$ cat src/hdl/hrle_pkg.sv
package hrle_pkg;

	// Input operation codes.
	localparam logic [1:0] OP_RX   = 2'd0;
	localparam logic [1:0] OP_GET  = 2'd1;
	localparam logic [1:0] OP_SET  = 2'd2;
	localparam logic [1:0] OP_TICK = 2'd3;

	// Result kinds.
	localparam logic [1:0] KIND_TX      = 2'd0;
	localparam logic [1:0] KIND_VALUE   = 2'd1;
	localparam logic [1:0] KIND_NACK    = 2'd2;
	localparam logic [1:0] KIND_TIMEOUT = 2'd3;

	// Command digits of the line protocol.
	localparam logic [3:0] CMD_GET  = 4'h7;
	localparam logic [3:0] CMD_SET  = 4'h8;
	localparam logic [3:0] CMD_NACK = 4'hA;

	// Framing characters and checksum target.
	localparam logic [7:0] CH_COLON   = 8'h3A;
	localparam logic [7:0] CH_NL      = 8'h0A;
	localparam logic [7:0] CHECK_SUM  = 8'h55;

	// Configuration register indexes (word address bit 2).
	localparam logic REG_TARGET  = 1'b0;
	localparam logic REG_TIMEOUT = 1'b1;

	// Configuration reset values.
	localparam logic [15:0] TARGET_RESET  = 16'd8213;
	localparam logic [15:0] TIMEOUT_RESET = 16'd5000;

	// Frame length limit default.
	localparam int MAX_FRAME_CHARS_DEF = 100;

	// Position of the newline in an outgoing get or set frame.
	localparam logic [3:0] GET_LAST_POS = 4'd10;
	localparam logic [3:0] SET_LAST_POS = 4'd14;

	// Job queue depth and pointer width.
	localparam int QUEUE_DEPTH = 4;
	localparam int QPTR_W      = $clog2(QUEUE_DEPTH);

	// Work handed from the front end to the back end.
	typedef enum logic [2:0] {
		JOB_GET,
		JOB_SET,
		JOB_VALUE,
		JOB_NACK,
		JOB_TIMEOUT
	} job_kind_t;

	typedef struct packed {
		job_kind_t   kind;
		logic [15:0] reg_id;
		logic [15:0] value;
	} job_t;

	// Queue status seen by both ends.
	typedef struct packed {
		logic full;
		logic nonempty;
	} queue_stat_t;

	// Back end sequencer states.
	typedef enum logic {
		BK_IDLE,
		BK_FRAME
	} back_state_t;

	// Uppercase hex digit for a nibble.
	function automatic logic [7:0] hex_char(input logic [3:0] v);
		logic [7:0] r;
		if (v < 4'd10) begin
			r = 8'h30 + {4'h0, v};
		end else begin
			r = 8'h41 + {4'h0, v} - 8'd10;
		end
		return r;
	endfunction

	// Hex digit decode: bit 4 flags a valid digit, bits 3:0 hold its value.
	function automatic logic [4:0] hex_decode(input logic [7:0] c);
		logic [4:0] r;
		r = 5'd0;
		if (c >= 8'h30 && c <= 8'h39) begin
			r = {1'b1, 4'(c - 8'h30)};
		end else if (c >= 8'h41 && c <= 8'h46) begin
			r = {1'b1, 4'(c - 8'h37)};
		end else if (c >= 8'h61 && c <= 8'h66) begin
			r = {1'b1, 4'(c - 8'h57)};
		end
		return r;
	endfunction

endpackage

$ cat src/hdl/hrle_if.sv
// Request channel into the endpoint.
interface hrle_in_if;
	logic        valid;
	logic        ready;
	logic [1:0]  opcode;
	logic [7:0]  rx_char;
	logic [15:0] set_value;

	modport source (output valid, opcode, rx_char, set_value, input ready);
	modport sink (input valid, opcode, rx_char, set_value, output ready);
endinterface

// Result channel out of the endpoint.
interface hrle_out_if;
	logic        valid;
	logic        ready;
	logic [1:0]  kind;
	logic [7:0]  tx_char;
	logic [15:0] reply_value;
	logic        last;

	modport source (output valid, kind, tx_char, reply_value, last, input ready);
	modport sink (input valid, kind, tx_char, reply_value, last, output ready);
endinterface

$ cat src/hdl/hrle_queue.sv
module hrle_queue
	import hrle_pkg::*;
(
	input  logic        clk,
	input  logic        arst_n,
	input  logic        push,
	input  job_t        push_job,
	input  logic        pop,
	output job_t        head_job,
	output queue_stat_t stat
);

	localparam logic [QPTR_W:0] FULL_COUNT = (QPTR_W + 1)'(QUEUE_DEPTH);

	job_t              mem_q [QUEUE_DEPTH];
	logic [QPTR_W-1:0] wr_ptr_q;
	logic [QPTR_W-1:0] rd_ptr_q;
	logic [QPTR_W:0]   count_q;

	assign stat.full     = (count_q == FULL_COUNT);
	assign stat.nonempty = (count_q != '0);
	assign head_job      = mem_q[rd_ptr_q];

	// Storage is written at the tail only.
	always_ff @(posedge clk) begin
		if (push) begin
			mem_q[wr_ptr_q] <= push_job;
		end
	end

	// Pointers and fill count.
	always_ff @(posedge clk or negedge arst_n) begin
		if (!arst_n) begin
			wr_ptr_q <= '0;
			rd_ptr_q <= '0;
			count_q  <= '0;
		end else begin
			if (push) begin
				wr_ptr_q <= wr_ptr_q + 1'b1;
			end
			if (pop) begin
				rd_ptr_q <= rd_ptr_q + 1'b1;
			end
			if (push && !pop) begin
				count_q <= count_q + 1'b1;
			end else if (pop && !push) begin
				count_q <= count_q - 1'b1;
			end
		end
	end

endmodule

$ cat src/hdl/hrle_front.sv
module hrle_front
	import hrle_pkg::*;
#(
	parameter int MAX_FRAME_CHARS = MAX_FRAME_CHARS_DEF
) (
	input  logic        clk,
	input  logic        arst_n,
	hrle_in_if.sink     in_ch,
	input  logic [15:0] target_register,
	input  logic [15:0] timeout_ticks,
	input  queue_stat_t qstat,
	output logic        push,
	output job_t        push_job
);

	localparam logic [6:0] MAX_CHARS = 7'(MAX_FRAME_CHARS);

	logic        in_frame_q, in_frame_d;
	logic [6:0]  frame_chars_q, frame_chars_d;
	logic        type_seen_q, type_seen_d;
	logic        nibble_phase_q, nibble_phase_d;
	logic [3:0]  held_nibble_q, held_nibble_d;
	logic [2:0]  byte_index_q, byte_index_d;
	logic [3:0]  reply_type_q, reply_type_d;
	logic [15:0] reply_register_q, reply_register_d;
	logic [15:0] reply_data_q, reply_data_d;
	logic        bad_digit_q, bad_digit_d;
	logic        waiting_q, waiting_d;
	logic [15:0] elapsed_q, elapsed_d;

	logic        accept;
	logic [4:0]  digit;
	logic [7:0]  rx_byte;

	assign in_ch.ready = !qstat.full;
	assign accept      = in_ch.valid && in_ch.ready;
	assign digit       = hex_decode(in_ch.rx_char);
	assign rx_byte     = {held_nibble_q, digit[3:0]};

	// Per-request decode, receive framing and wait tracking.
	always_comb begin
		in_frame_d       = in_frame_q;
		frame_chars_d    = frame_chars_q;
		type_seen_d      = type_seen_q;
		nibble_phase_d   = nibble_phase_q;
		held_nibble_d    = held_nibble_q;
		byte_index_d     = byte_index_q;
		reply_type_d     = reply_type_q;
		reply_register_d = reply_register_q;
		reply_data_d     = reply_data_q;
		bad_digit_d      = bad_digit_q;
		waiting_d        = waiting_q;
		elapsed_d        = elapsed_q;
		push             = 1'b0;
		push_job.kind    = JOB_VALUE;
		push_job.reg_id  = target_register;
		push_job.value   = 16'd0;

		if (accept) begin
			case (in_ch.opcode)
				OP_RX: begin
					if (in_ch.rx_char == CH_COLON) begin
						// A colon always opens a fresh frame.
						in_frame_d       = 1'b1;
						frame_chars_d    = 7'd1;
						type_seen_d      = 1'b0;
						nibble_phase_d   = 1'b0;
						held_nibble_d    = 4'd0;
						byte_index_d     = 3'd0;
						reply_type_d     = 4'd0;
						reply_register_d = 16'd0;
						reply_data_d     = 16'd0;
						bad_digit_d      = 1'b0;
					end else if (in_frame_q) begin
						if (in_ch.rx_char == CH_NL) begin
							// Frame end: report a matching reply or a NACK.
							in_frame_d    = 1'b0;
							frame_chars_d = 7'd0;
							if (!bad_digit_q && type_seen_q && byte_index_q != 3'd0) begin
								if (reply_type_q == CMD_GET || reply_type_q == CMD_SET) begin
									if (byte_index_q >= 3'd6 &&
									    reply_register_q == target_register) begin
										waiting_d      = 1'b0;
										push           = 1'b1;
										push_job.kind  = JOB_VALUE;
										push_job.value = reply_data_q;
									end
								end else if (reply_type_q == CMD_NACK) begin
									waiting_d     = 1'b0;
									push          = 1'b1;
									push_job.kind = JOB_NACK;
								end
							end
						end else if (frame_chars_q >= MAX_CHARS) begin
							// Overlong frame is dropped.
							in_frame_d    = 1'b0;
							frame_chars_d = 7'd0;
						end else begin
							frame_chars_d = frame_chars_q + 7'd1;
							if (!digit[4]) begin
								bad_digit_d = 1'b1;
							end else if (!type_seen_q) begin
								reply_type_d = digit[3:0];
								type_seen_d  = 1'b1;
							end else if (!nibble_phase_q) begin
								held_nibble_d  = digit[3:0];
								nibble_phase_d = 1'b1;
							end else begin
								// Second nibble completes a byte.
								nibble_phase_d = 1'b0;
								case (byte_index_q)
									3'd0: reply_register_d[7:0]  = rx_byte;
									3'd1: reply_register_d[15:8] = rx_byte;
									3'd3: reply_data_d[7:0]      = rx_byte;
									3'd4: reply_data_d[15:8]     = rx_byte;
									default: ;
								endcase
								if (byte_index_q != 3'd7) begin
									byte_index_d = byte_index_q + 3'd1;
								end
							end
						end
					end
				end
				OP_GET, OP_SET: begin
					// A request restarts the wait and queues a frame.
					waiting_d      = 1'b1;
					elapsed_d      = 16'd0;
					push           = 1'b1;
					push_job.kind  = (in_ch.opcode == OP_SET) ? JOB_SET : JOB_GET;
					push_job.value = in_ch.set_value;
				end
				OP_TICK: begin
					if (waiting_q) begin
						if (elapsed_q >= timeout_ticks) begin
							waiting_d     = 1'b0;
							push          = 1'b1;
							push_job.kind = JOB_TIMEOUT;
						end else begin
							elapsed_d = elapsed_q + 16'd1;
						end
					end
				end
				default: ;
			endcase
		end
	end

	// Control state.
	always_ff @(posedge clk or negedge arst_n) begin
		if (!arst_n) begin
			in_frame_q     <= 1'b0;
			frame_chars_q  <= 7'd0;
			type_seen_q    <= 1'b0;
			nibble_phase_q <= 1'b0;
			byte_index_q   <= 3'd0;
			reply_type_q   <= 4'd0;
			bad_digit_q    <= 1'b0;
			waiting_q      <= 1'b0;
			elapsed_q      <= 16'd0;
		end else begin
			in_frame_q     <= in_frame_d;
			frame_chars_q  <= frame_chars_d;
			type_seen_q    <= type_seen_d;
			nibble_phase_q <= nibble_phase_d;
			byte_index_q   <= byte_index_d;
			reply_type_q   <= reply_type_d;
			bad_digit_q    <= bad_digit_d;
			waiting_q      <= waiting_d;
			elapsed_q      <= elapsed_d;
		end
	end

	// Decoded payload of the frame in progress.
	always_ff @(posedge clk) begin
		held_nibble_q    <= held_nibble_d;
		reply_register_q <= reply_register_d;
		reply_data_q     <= reply_data_d;
	end

endmodule

$ cat src/hdl/hrle_back.sv
module hrle_back
	import hrle_pkg::*;
(
	input  logic        clk,
	input  logic        arst_n,
	input  queue_stat_t qstat,
	input  job_t        head_job,
	output logic        pop,
	hrle_out_if.source  out_ch
);

	back_state_t state_q, state_d;
	logic [3:0]  pos_q, pos_d;
	logic        is_set_q;
	logic [3:0]  cmd_q;
	logic [7:0]  bytes_q [6];

	logic        out_valid_q, out_valid_d;
	logic [1:0]  kind_q, kind_d;
	logic [7:0]  char_q, char_d;
	logic [15:0] value_q, value_d;
	logic        last_q, last_d;

	logic        slot_free;
	logic        load;
	logic [3:0]  last_pos;
	logic [3:0]  offs;
	logic [7:0]  cur_byte;
	logic [7:0]  frame_char;
	logic        job_set;
	logic [3:0]  job_cmd;
	logic [7:0]  chk;

	assign out_ch.valid       = out_valid_q;
	assign out_ch.kind        = kind_q;
	assign out_ch.tx_char     = char_q;
	assign out_ch.reply_value = value_q;
	assign out_ch.last        = last_q;

	assign slot_free = !out_valid_q || out_ch.ready;
	assign last_pos  = is_set_q ? SET_LAST_POS : GET_LAST_POS;

	// Character at the current frame position.
	assign offs     = pos_q - 4'd2;
	assign cur_byte = (offs[3:1] < 3'd6) ? bytes_q[offs[3:1]] : 8'd0;
	always_comb begin
		if (pos_q == last_pos) begin
			frame_char = CH_NL;
		end else if (pos_q == 4'd1) begin
			frame_char = hex_char(cmd_q);
		end else begin
			frame_char = hex_char(offs[0] ? cur_byte[3:0] : cur_byte[7:4]);
		end
	end

	// Checksum of a new command frame.
	assign job_set = (head_job.kind == JOB_SET);
	assign job_cmd = job_set ? CMD_SET : CMD_GET;
	assign chk = CHECK_SUM - ({4'h0, job_cmd} + head_job.reg_id[7:0] + head_job.reg_id[15:8]
	             + (job_set ? (head_job.value[7:0] + head_job.value[15:8]) : 8'd0));

	// Sequencer: next state and output register contents.
	always_comb begin
		state_d     = state_q;
		pos_d       = pos_q;
		pop         = 1'b0;
		load        = 1'b0;
		out_valid_d = out_valid_q && !out_ch.ready;
		kind_d      = kind_q;
		char_d      = char_q;
		value_d     = value_q;
		last_d      = last_q;

		case (state_q)
			BK_IDLE: begin
				if (slot_free && qstat.nonempty) begin
					pop         = 1'b1;
					out_valid_d = 1'b1;
					char_d      = 8'd0;
					value_d     = 16'd0;
					last_d      = 1'b1;
					case (head_job.kind)
						JOB_GET, JOB_SET: begin
							load    = 1'b1;
							kind_d  = KIND_TX;
							char_d  = CH_COLON;
							last_d  = 1'b0;
							pos_d   = 4'd1;
							state_d = BK_FRAME;
						end
						JOB_VALUE: begin
							kind_d  = KIND_VALUE;
							value_d = head_job.value;
						end
						JOB_NACK: kind_d = KIND_NACK;
						default:  kind_d = KIND_TIMEOUT;
					endcase
				end
			end
			BK_FRAME: begin
				if (slot_free) begin
					out_valid_d = 1'b1;
					kind_d      = KIND_TX;
					char_d      = frame_char;
					value_d     = 16'd0;
					last_d      = (pos_q == last_pos);
					pos_d       = pos_q + 4'd1;
					if (pos_q == last_pos) begin
						state_d = BK_IDLE;
					end
				end
			end
			default: state_d = BK_IDLE;
		endcase
	end

	// Control registers.
	always_ff @(posedge clk or negedge arst_n) begin
		if (!arst_n) begin
			state_q     <= BK_IDLE;
			pos_q       <= 4'd0;
			out_valid_q <= 1'b0;
		end else begin
			state_q     <= state_d;
			pos_q       <= pos_d;
			out_valid_q <= out_valid_d;
		end
	end

	// Output payload and frame bytes.
	always_ff @(posedge clk) begin
		kind_q  <= kind_d;
		char_q  <= char_d;
		value_q <= value_d;
		last_q  <= last_d;
		if (load) begin
			is_set_q   <= job_set;
			cmd_q      <= job_cmd;
			bytes_q[0] <= head_job.reg_id[7:0];
			bytes_q[1] <= head_job.reg_id[15:8];
			bytes_q[2] <= 8'd0;
			bytes_q[3] <= job_set ? head_job.value[7:0] : chk;
			bytes_q[4] <= job_set ? head_job.value[15:8] : 8'd0;
			bytes_q[5] <= job_set ? chk : 8'd0;
		end
	end

endmodule

$ cat src/hdl/hex_register_link_endpoint_core.sv
// ASCII-hex register link endpoint. Requests arrive on in_ch: a received line
// character, a get or set request for the configured target register, or a
// timer tick. The front end takes one request per clock cycle, tracks the
// receive framing (colon to newline) and the reply wait, and hands any work
// to a four-entry job queue. The back end drains that queue: a get request
// becomes 11 transmit characters and a set request 15, delivered one per cycle
// while the receiver is ready, with last on the newline; a matching reply, a
// NACK or a timeout yields one result with last set. Results leave through an
// output register, so requests keep flowing while a result waits; the front
// end stalls only when the job queue is full, which the one-character-per-cycle
// frame serializer sets. The APB port holds target_register at address 0x0 and
// timeout_ticks at 0x4; write them only while the block is idle.
module hex_register_link_endpoint_core
	import hrle_pkg::*;
#(
	parameter int MAX_FRAME_CHARS = MAX_FRAME_CHARS_DEF
) (
	input  logic        clk,
	input  logic        arst_n,
	hrle_in_if.sink     in_ch,
	hrle_out_if.source  out_ch,
	input  logic        psel,
	input  logic        penable,
	input  logic        pwrite,
	input  logic [2:0]  paddr,
	input  logic [31:0] pwdata,
	output logic [31:0] prdata,
	output logic        pready
);

	logic [15:0] target_q;
	logic [15:0] timeout_q;
	logic        cfg_write;

	queue_stat_t qstat;
	logic        push;
	job_t        push_job;
	logic        pop;
	job_t        head_job;

	// Configuration registers.
	assign pready    = 1'b1;
	assign cfg_write = psel && penable && pwrite && pready;
	assign prdata    = (paddr[2] == REG_TIMEOUT) ? {16'd0, timeout_q} : {16'd0, target_q};

	always_ff @(posedge clk or negedge arst_n) begin
		if (!arst_n) begin
			target_q  <= TARGET_RESET;
			timeout_q <= TIMEOUT_RESET;
		end else if (cfg_write) begin
			if (paddr[2] == REG_TARGET) begin
				target_q <= pwdata[15:0];
			end else begin
				timeout_q <= pwdata[15:0];
			end
		end
	end

	hrle_front #(
		.MAX_FRAME_CHARS(MAX_FRAME_CHARS)
	) u_front (
		.clk             (clk),
		.arst_n          (arst_n),
		.in_ch           (in_ch),
		.target_register (target_q),
		.timeout_ticks   (timeout_q),
		.qstat           (qstat),
		.push            (push),
		.push_job        (push_job)
	);

	hrle_queue u_queue (
		.clk      (clk),
		.arst_n   (arst_n),
		.push     (push),
		.push_job (push_job),
		.pop      (pop),
		.head_job (head_job),
		.stat     (qstat)
	);

	hrle_back u_back (
		.clk      (clk),
		.arst_n   (arst_n),
		.qstat    (qstat),
		.head_job (head_job),
		.pop      (pop),
		.out_ch   (out_ch)
	);

endmodule

$ cat src/flat_wrapper.sv
// flat-port wrapper written by rule: the top's interface ports become plain ports
module hex_register_link_endpoint_core_flat import hrle_pkg::*;
#(
	parameter int MAX_FRAME_CHARS = MAX_FRAME_CHARS_DEF
)
  (clk, arst_n, psel, penable, pwrite, paddr, pwdata, prdata, pready, in_ch_valid, in_ch_opcode, in_ch_rx_char, in_ch_set_value, in_ch_ready, out_ch_valid, out_ch_kind, out_ch_tx_char, out_ch_reply_value, out_ch_last, out_ch_ready);
  hrle_in_if in_ch_i ();
  hrle_out_if out_ch_i ();
  input  logic clk;
  input  logic arst_n;
  input  logic psel;
  input  logic penable;
  input  logic pwrite;
  input  logic [2:0] paddr;
  input  logic [31:0] pwdata;
  output logic [31:0] prdata;
  output logic pready;
  input wire logic [$bits(in_ch_i.valid)-1:0] in_ch_valid;
  input wire logic [$bits(in_ch_i.opcode)-1:0] in_ch_opcode;
  input wire logic [$bits(in_ch_i.rx_char)-1:0] in_ch_rx_char;
  input wire logic [$bits(in_ch_i.set_value)-1:0] in_ch_set_value;
  output wire logic [$bits(in_ch_i.ready)-1:0] in_ch_ready;
  output wire logic [$bits(out_ch_i.valid)-1:0] out_ch_valid;
  output wire logic [$bits(out_ch_i.kind)-1:0] out_ch_kind;
  output wire logic [$bits(out_ch_i.tx_char)-1:0] out_ch_tx_char;
  output wire logic [$bits(out_ch_i.reply_value)-1:0] out_ch_reply_value;
  output wire logic [$bits(out_ch_i.last)-1:0] out_ch_last;
  input wire logic [$bits(out_ch_i.ready)-1:0] out_ch_ready;
  assign in_ch_i.valid = in_ch_valid;
  assign in_ch_i.opcode = in_ch_opcode;
  assign in_ch_i.rx_char = in_ch_rx_char;
  assign in_ch_i.set_value = in_ch_set_value;
  assign in_ch_ready = in_ch_i.ready;
  assign out_ch_valid = out_ch_i.valid;
  assign out_ch_kind = out_ch_i.kind;
  assign out_ch_tx_char = out_ch_i.tx_char;
  assign out_ch_reply_value = out_ch_i.reply_value;
  assign out_ch_last = out_ch_i.last;
  assign out_ch_i.ready = out_ch_ready;
  hex_register_link_endpoint_core #(.MAX_FRAME_CHARS(MAX_FRAME_CHARS)) u_core (.clk(clk), .arst_n(arst_n), .in_ch(in_ch_i), .out_ch(out_ch_i), .psel(psel), .penable(penable), .pwrite(pwrite), .paddr(paddr), .pwdata(pwdata), .prdata(prdata), .pready(pready));
endmodule
$ cat config.mk
export PLATFORM = sky130hd
export DESIGN_NAME = hex_register_link_endpoint_core_flat
export DESIGN_NICKNAME = d
export VERILOG_FILES = /design/src/hdl/hrle_pkg.sv /design/src/hdl/hrle_if.sv /design/src/hdl/hrle_queue.sv /design/src/hdl/hrle_front.sv /design/src/hdl/hrle_back.sv /design/src/hdl/hex_register_link_endpoint_core.sv /design/src/flat_wrapper.sv
export SDC_FILE = /design/constraint.sdc
export NUM_CORES = 1
export LEC_CHECK = 0
export ABC_AREA = 1
export BUFFER_PORTS_ARGS = -buffer_cell sky130_fd_sc_hd__clkbuf_2
export CORE_AREA = 3 3 219 167
export CTS_BUF_LIST = sky130_fd_sc_hd__clkbuf_8
export DETAILED_ROUTE_END_ITERATION = 6
export DIE_AREA = 0 0 222 170
export PLACE_DENSITY = 0.67
export RECOVER_POWER = 25
export SYNTH_ARGS = -nofsm -noshare
export SYNTH_HDL_FRONTEND = slang
export SYNTH_HIERARCHICAL = 1
export SYNTH_SLANG_ARGS = --single-unit
$ cat constraint.sdc
create_clock -name clk -period 4.9 [get_ports clk]
set_clock_uncertainty 0.1 [all_clocks]
set_input_delay 0.49 -clock clk [delete_from_list [all_inputs] [get_ports clk]]
set_output_delay 0.49 -clock clk [all_outputs]
set_load 0.01 [all_outputs]
==> flow_summary.ini <==
[timing]
setup_viol_count_final = 0
rsz0062_at_grt = true
fin_tns_setup_ns = 0
slew_viol_final = 0
slew_headroom_pct = 0.523
fmax_mhz = 212
setup_slack_ns = 0.186
tightest_slew_ns = 1.49
fin_crit_sh_pct = 96.2
min_period_ns = 4.71
hold_viol_final = 0

[worst_hold_path]
hold_class = in -> reg
hold_start = pwdata[4]
min_to = u_core/target_q[4]
hold_depth = 3

[worst_setup_path]
cp-end-kind = flop
rrSetupSlack_ns = 0.19
critPathLaunchType = flop
rr_worst_depth = 24
cp.required_ns = 5.25
cp_top_family = adder cells
crit_path_cell_trace = buf_6 -> nand2_1 -> o211ai_1 -> nand2_1 -> ha_2 -> inv_2 -> fa_2 -> nor2_2 -> fa_1 -> fa_1 -> inv_1 -> ha_1 -> ha_2 -> fa_2 -> nand3_2 -> nand2_1 -> nand2_2 -> nand2_2 -> a21oi_2 -> nand2_1 -> buf_4 -> nand3_1 -> nand2_1 -> nor2_1
r2r-end = u_core/u_back/bytes_q[5][7]
cp.arrival_ns = 5.06
r2r_start = u_core/u_queue/rd_ptr_q[0]
cp_max_fo = 6
cpPeakStageDelay_ns = 0.53
crit_buf_inv = 4
crit_slowest_cell = fa_2
cp_common_cell = nand2_1
setup.worst_path.class = reg -> reg

[synth]
syn_area_um2 = 17300
async_reset_ff_share_pct = 24.7
synth-edff-count = 244
avgSynthCellArea_um2 = 9.46
synth.distinct_cells = 56
synth_ff_type = edfxtp_1
synth_cells = 1825
synth-seq-area-share_pct = 54.1
yosys_register_bits = 324
ys_warn_count = 6

[finish]
syn2layout_area_growth_pct = 11.0
num-fill-cells = 3048
diodes = 0
drive_gt1_share_pct = 14.0
fin_nets = 2095

[grt]
grt_remaining_overflow = 0
grt_pass1_vias = 11761
grt_first_pass_wirelength_um = 64100
antenna_found_initial = 0
grt_max_degree = 59
grt.total_usage_pct = 21.5

[power]
leakage_nw = 8.67
p_total_mw = 13.2
powerDensity_nw_per_um2 = 687
peakVddDrop_uv = 913

[clock_tree]
clock_sinks = 324
clk_path_buf_depth = 3
cts_buffers = 52
clock_latency_ns = 0.59
h-tree-depth = 2
cts_root_buffer = clkbuf_8
cts_tree = done
clk_pin_slew_worst_paths_ns = 0.06

[place]
dpl.hpwl_um = 29100
place.gp.congestion = 0.871
place_ws_ns = 0.0605
numPortBuffers = 93

[route]
first_iter_violations = 1394
drc = 0
drt_first_pass_iters = 5
via_per_inst = 5.17
ant_nets = 0
wire_per_inst_um = 16.6
wl_um = 40600
num_vias = 12647

[floorplanning]
die_area_um2 = 37700
core_area_um2 = 34600
rows = 59
start_util_pct = 49.9
io_pins = 130
die_h_um = 170
die_w_um = 222

[run]
maxCapViolCount = 0

[status]
status = completed
state kept, by name, indices dropped and copies added (netlist names), 4 cells and up:
register and cells:
u_core/u_front/frame_chars_q 7, u_core/u_queue/mem_q 140, u_core/u_back/out_ch.reply_value 16, u_core/u_back/pos_q 4
u_core/u_front/reply_register_q 16, u_core/u_front/reply_type_q 4, u_core/u_front/elapsed_q 16, u_core/target_q 16
u_core/timeout_q 16, u_core/u_back/bytes_q 40, u_core/u_back/out_ch.tx_char 7, u_core/u_front/reply_data_q 16
u_core/u_front/held_nibble_q 4
worst max path at each step:
stage / startpoint / end / slack (ns) / cells past startpoint
2_1_floorplan: u_core/u_queue/rd_ptr_q[0] / u_core/u_back/bytes_q[5][7] / 0.05 / 27
3_3_place_gp: u_core/u_queue/rd_ptr_q[0] / u_core/u_back/bytes_q[5][7] / 0.09 / 23
3_5_place_dp: u_core/u_queue/rd_ptr_q[0] / u_core/u_back/bytes_q[5][7] / 0.06 / 22
5_1_grt: u_core/u_queue/rd_ptr_q[0] / u_core/u_back/bytes_q[5][7] / -0.04 / 23
6_report: u_core/u_queue/rd_ptr_q[0] / u_core/u_back/bytes_q[5][7] / 0.19 / 24
4_1_cts: u_core/u_queue/rd_ptr_q[0] / u_core/u_back/bytes_q[5][7] / 0.05 / 23
cells in the mapped netlist (all sizes together) (2+ instances only):
cell      n  area (um2)
nor3     11        76.3
ha       67         838
and2      2        15.0
clkbuf   14        52.6
or2       2        12.5
xor2     23         201
nand4    33         236
o21a      5        37.5
nand2   500        1960
xnor2    11        96.3
a31oi     3        18.8
conb      3        11.3
nand3   119         633
inv     271        1020
a211oi    3        22.5
fa       12         240
o21ai    43         219
edfxtp  244        7330
o31ai     2        15.0
buf      83         639
dfrtp    71        1780
nor2    165         682
dfstp     9         236
o211ai   71         543
a21oi    47         258
logic make-up (layout without fill, tap and decap cells):
logic type / after synthesis / in the layout / synth area share [%]
fa+ha+maj: 79 / 79 / 6.25
flops: 324 / 324 / 54.1
buf+inv: 369 / 518 / 9.95
xor+xnor: 34 / 34 / 1.73
other cells: 3 / 18 / 0.0652
simple gates: 836 / 836 / 21.1
compound gates: 180 / 180 / 6.76
metal layers:
layer	vias up	global-route usage, %	share of wire, %
met4	0	5.56	2.1
met1	5988	33.5	49
met5	-	0	0
met2	431	31.5	42
met3	57	3.31	7.2
li1	6171	-	-
metrics by stage:
stage	hold slack [ns]	utilization, %	instances	cell area (um2)
floorplan	0.0944	-	1840	17300
global placement	0.322	52.1	2337	18000
detailed placement	0.326	52.1	2337	18000
CTS	0.00846	55.1	2440	19100
global route	0.0334	55.4	2446	19200
finish	0.0393	55.4	2446	19200
worst min-delay path: stages:
cell and delay (ns):
clkbuf_2 0.09, nand3_1 0.08, nand2_1 0.06
power by group:
| part | switching (mW) | internal (mW) | leakage, nW |
|---|---|---|---|
| Combinational | 4.24 | 2.87 | 4.83 |
| Clock | 1.06 | 1.09 | 0.568 |
| Sequential | 0.275 | 3.63 | 3.27 |
| Total | 5.57 | 7.60 | 8.67 |
layout make-up:
cell class	instances	area [um2]	area share (%)
multi-input combinational	1147	6330	33.1
inverter	272	1030	5.35
clock buffer	55	757	3.95
sequential	324	9340	48.8
clock inverter	40	201	1.05
timing repair buffer	151	928	4.84
tap	457	572	2.98
layout by cell type (no fill, tap or decap), types with 10 or more instances in the layout:
| cell type | n |
|---|---|
| nand3_1 | 113 |
| dfrtp_1 | 70 |
| edfxtp_1 | 244 |
| conb_1 | 18 |
| clkbuf_2 | 70 |
| buf_4 | 43 |
| inv_1 | 273 |
| clkbuf_8 | 55 |
| nand4_1 | 31 |
| a21oi_1 | 40 |
| ha_1 | 61 |
| clkinv_1 | 11 |
| clkbuf_1 | 24 |
| nand2_1 | 478 |
| fa_1 | 10 |
| nor2_1 | 150 |
| o211ai_1 | 69 |
| xor2_1 | 23 |
| xnor2_1 | 11 |
| inv_2 | 16 |
| o21ai_0 | 35 |
| nand2_2 | 17 |
what timing repair did:
| action | CTS | global route |
|---|---|---|
| resized for setup | 0 | 29 |
| setup endpoints to repair | 0 | 8 |
| setup buffers | 0 | 6 |
| hold buffers | 8 | 0 |
| hold endpoints to repair | 29 | 0 |
Note: power is estimated with default switching activity, not from simulation.
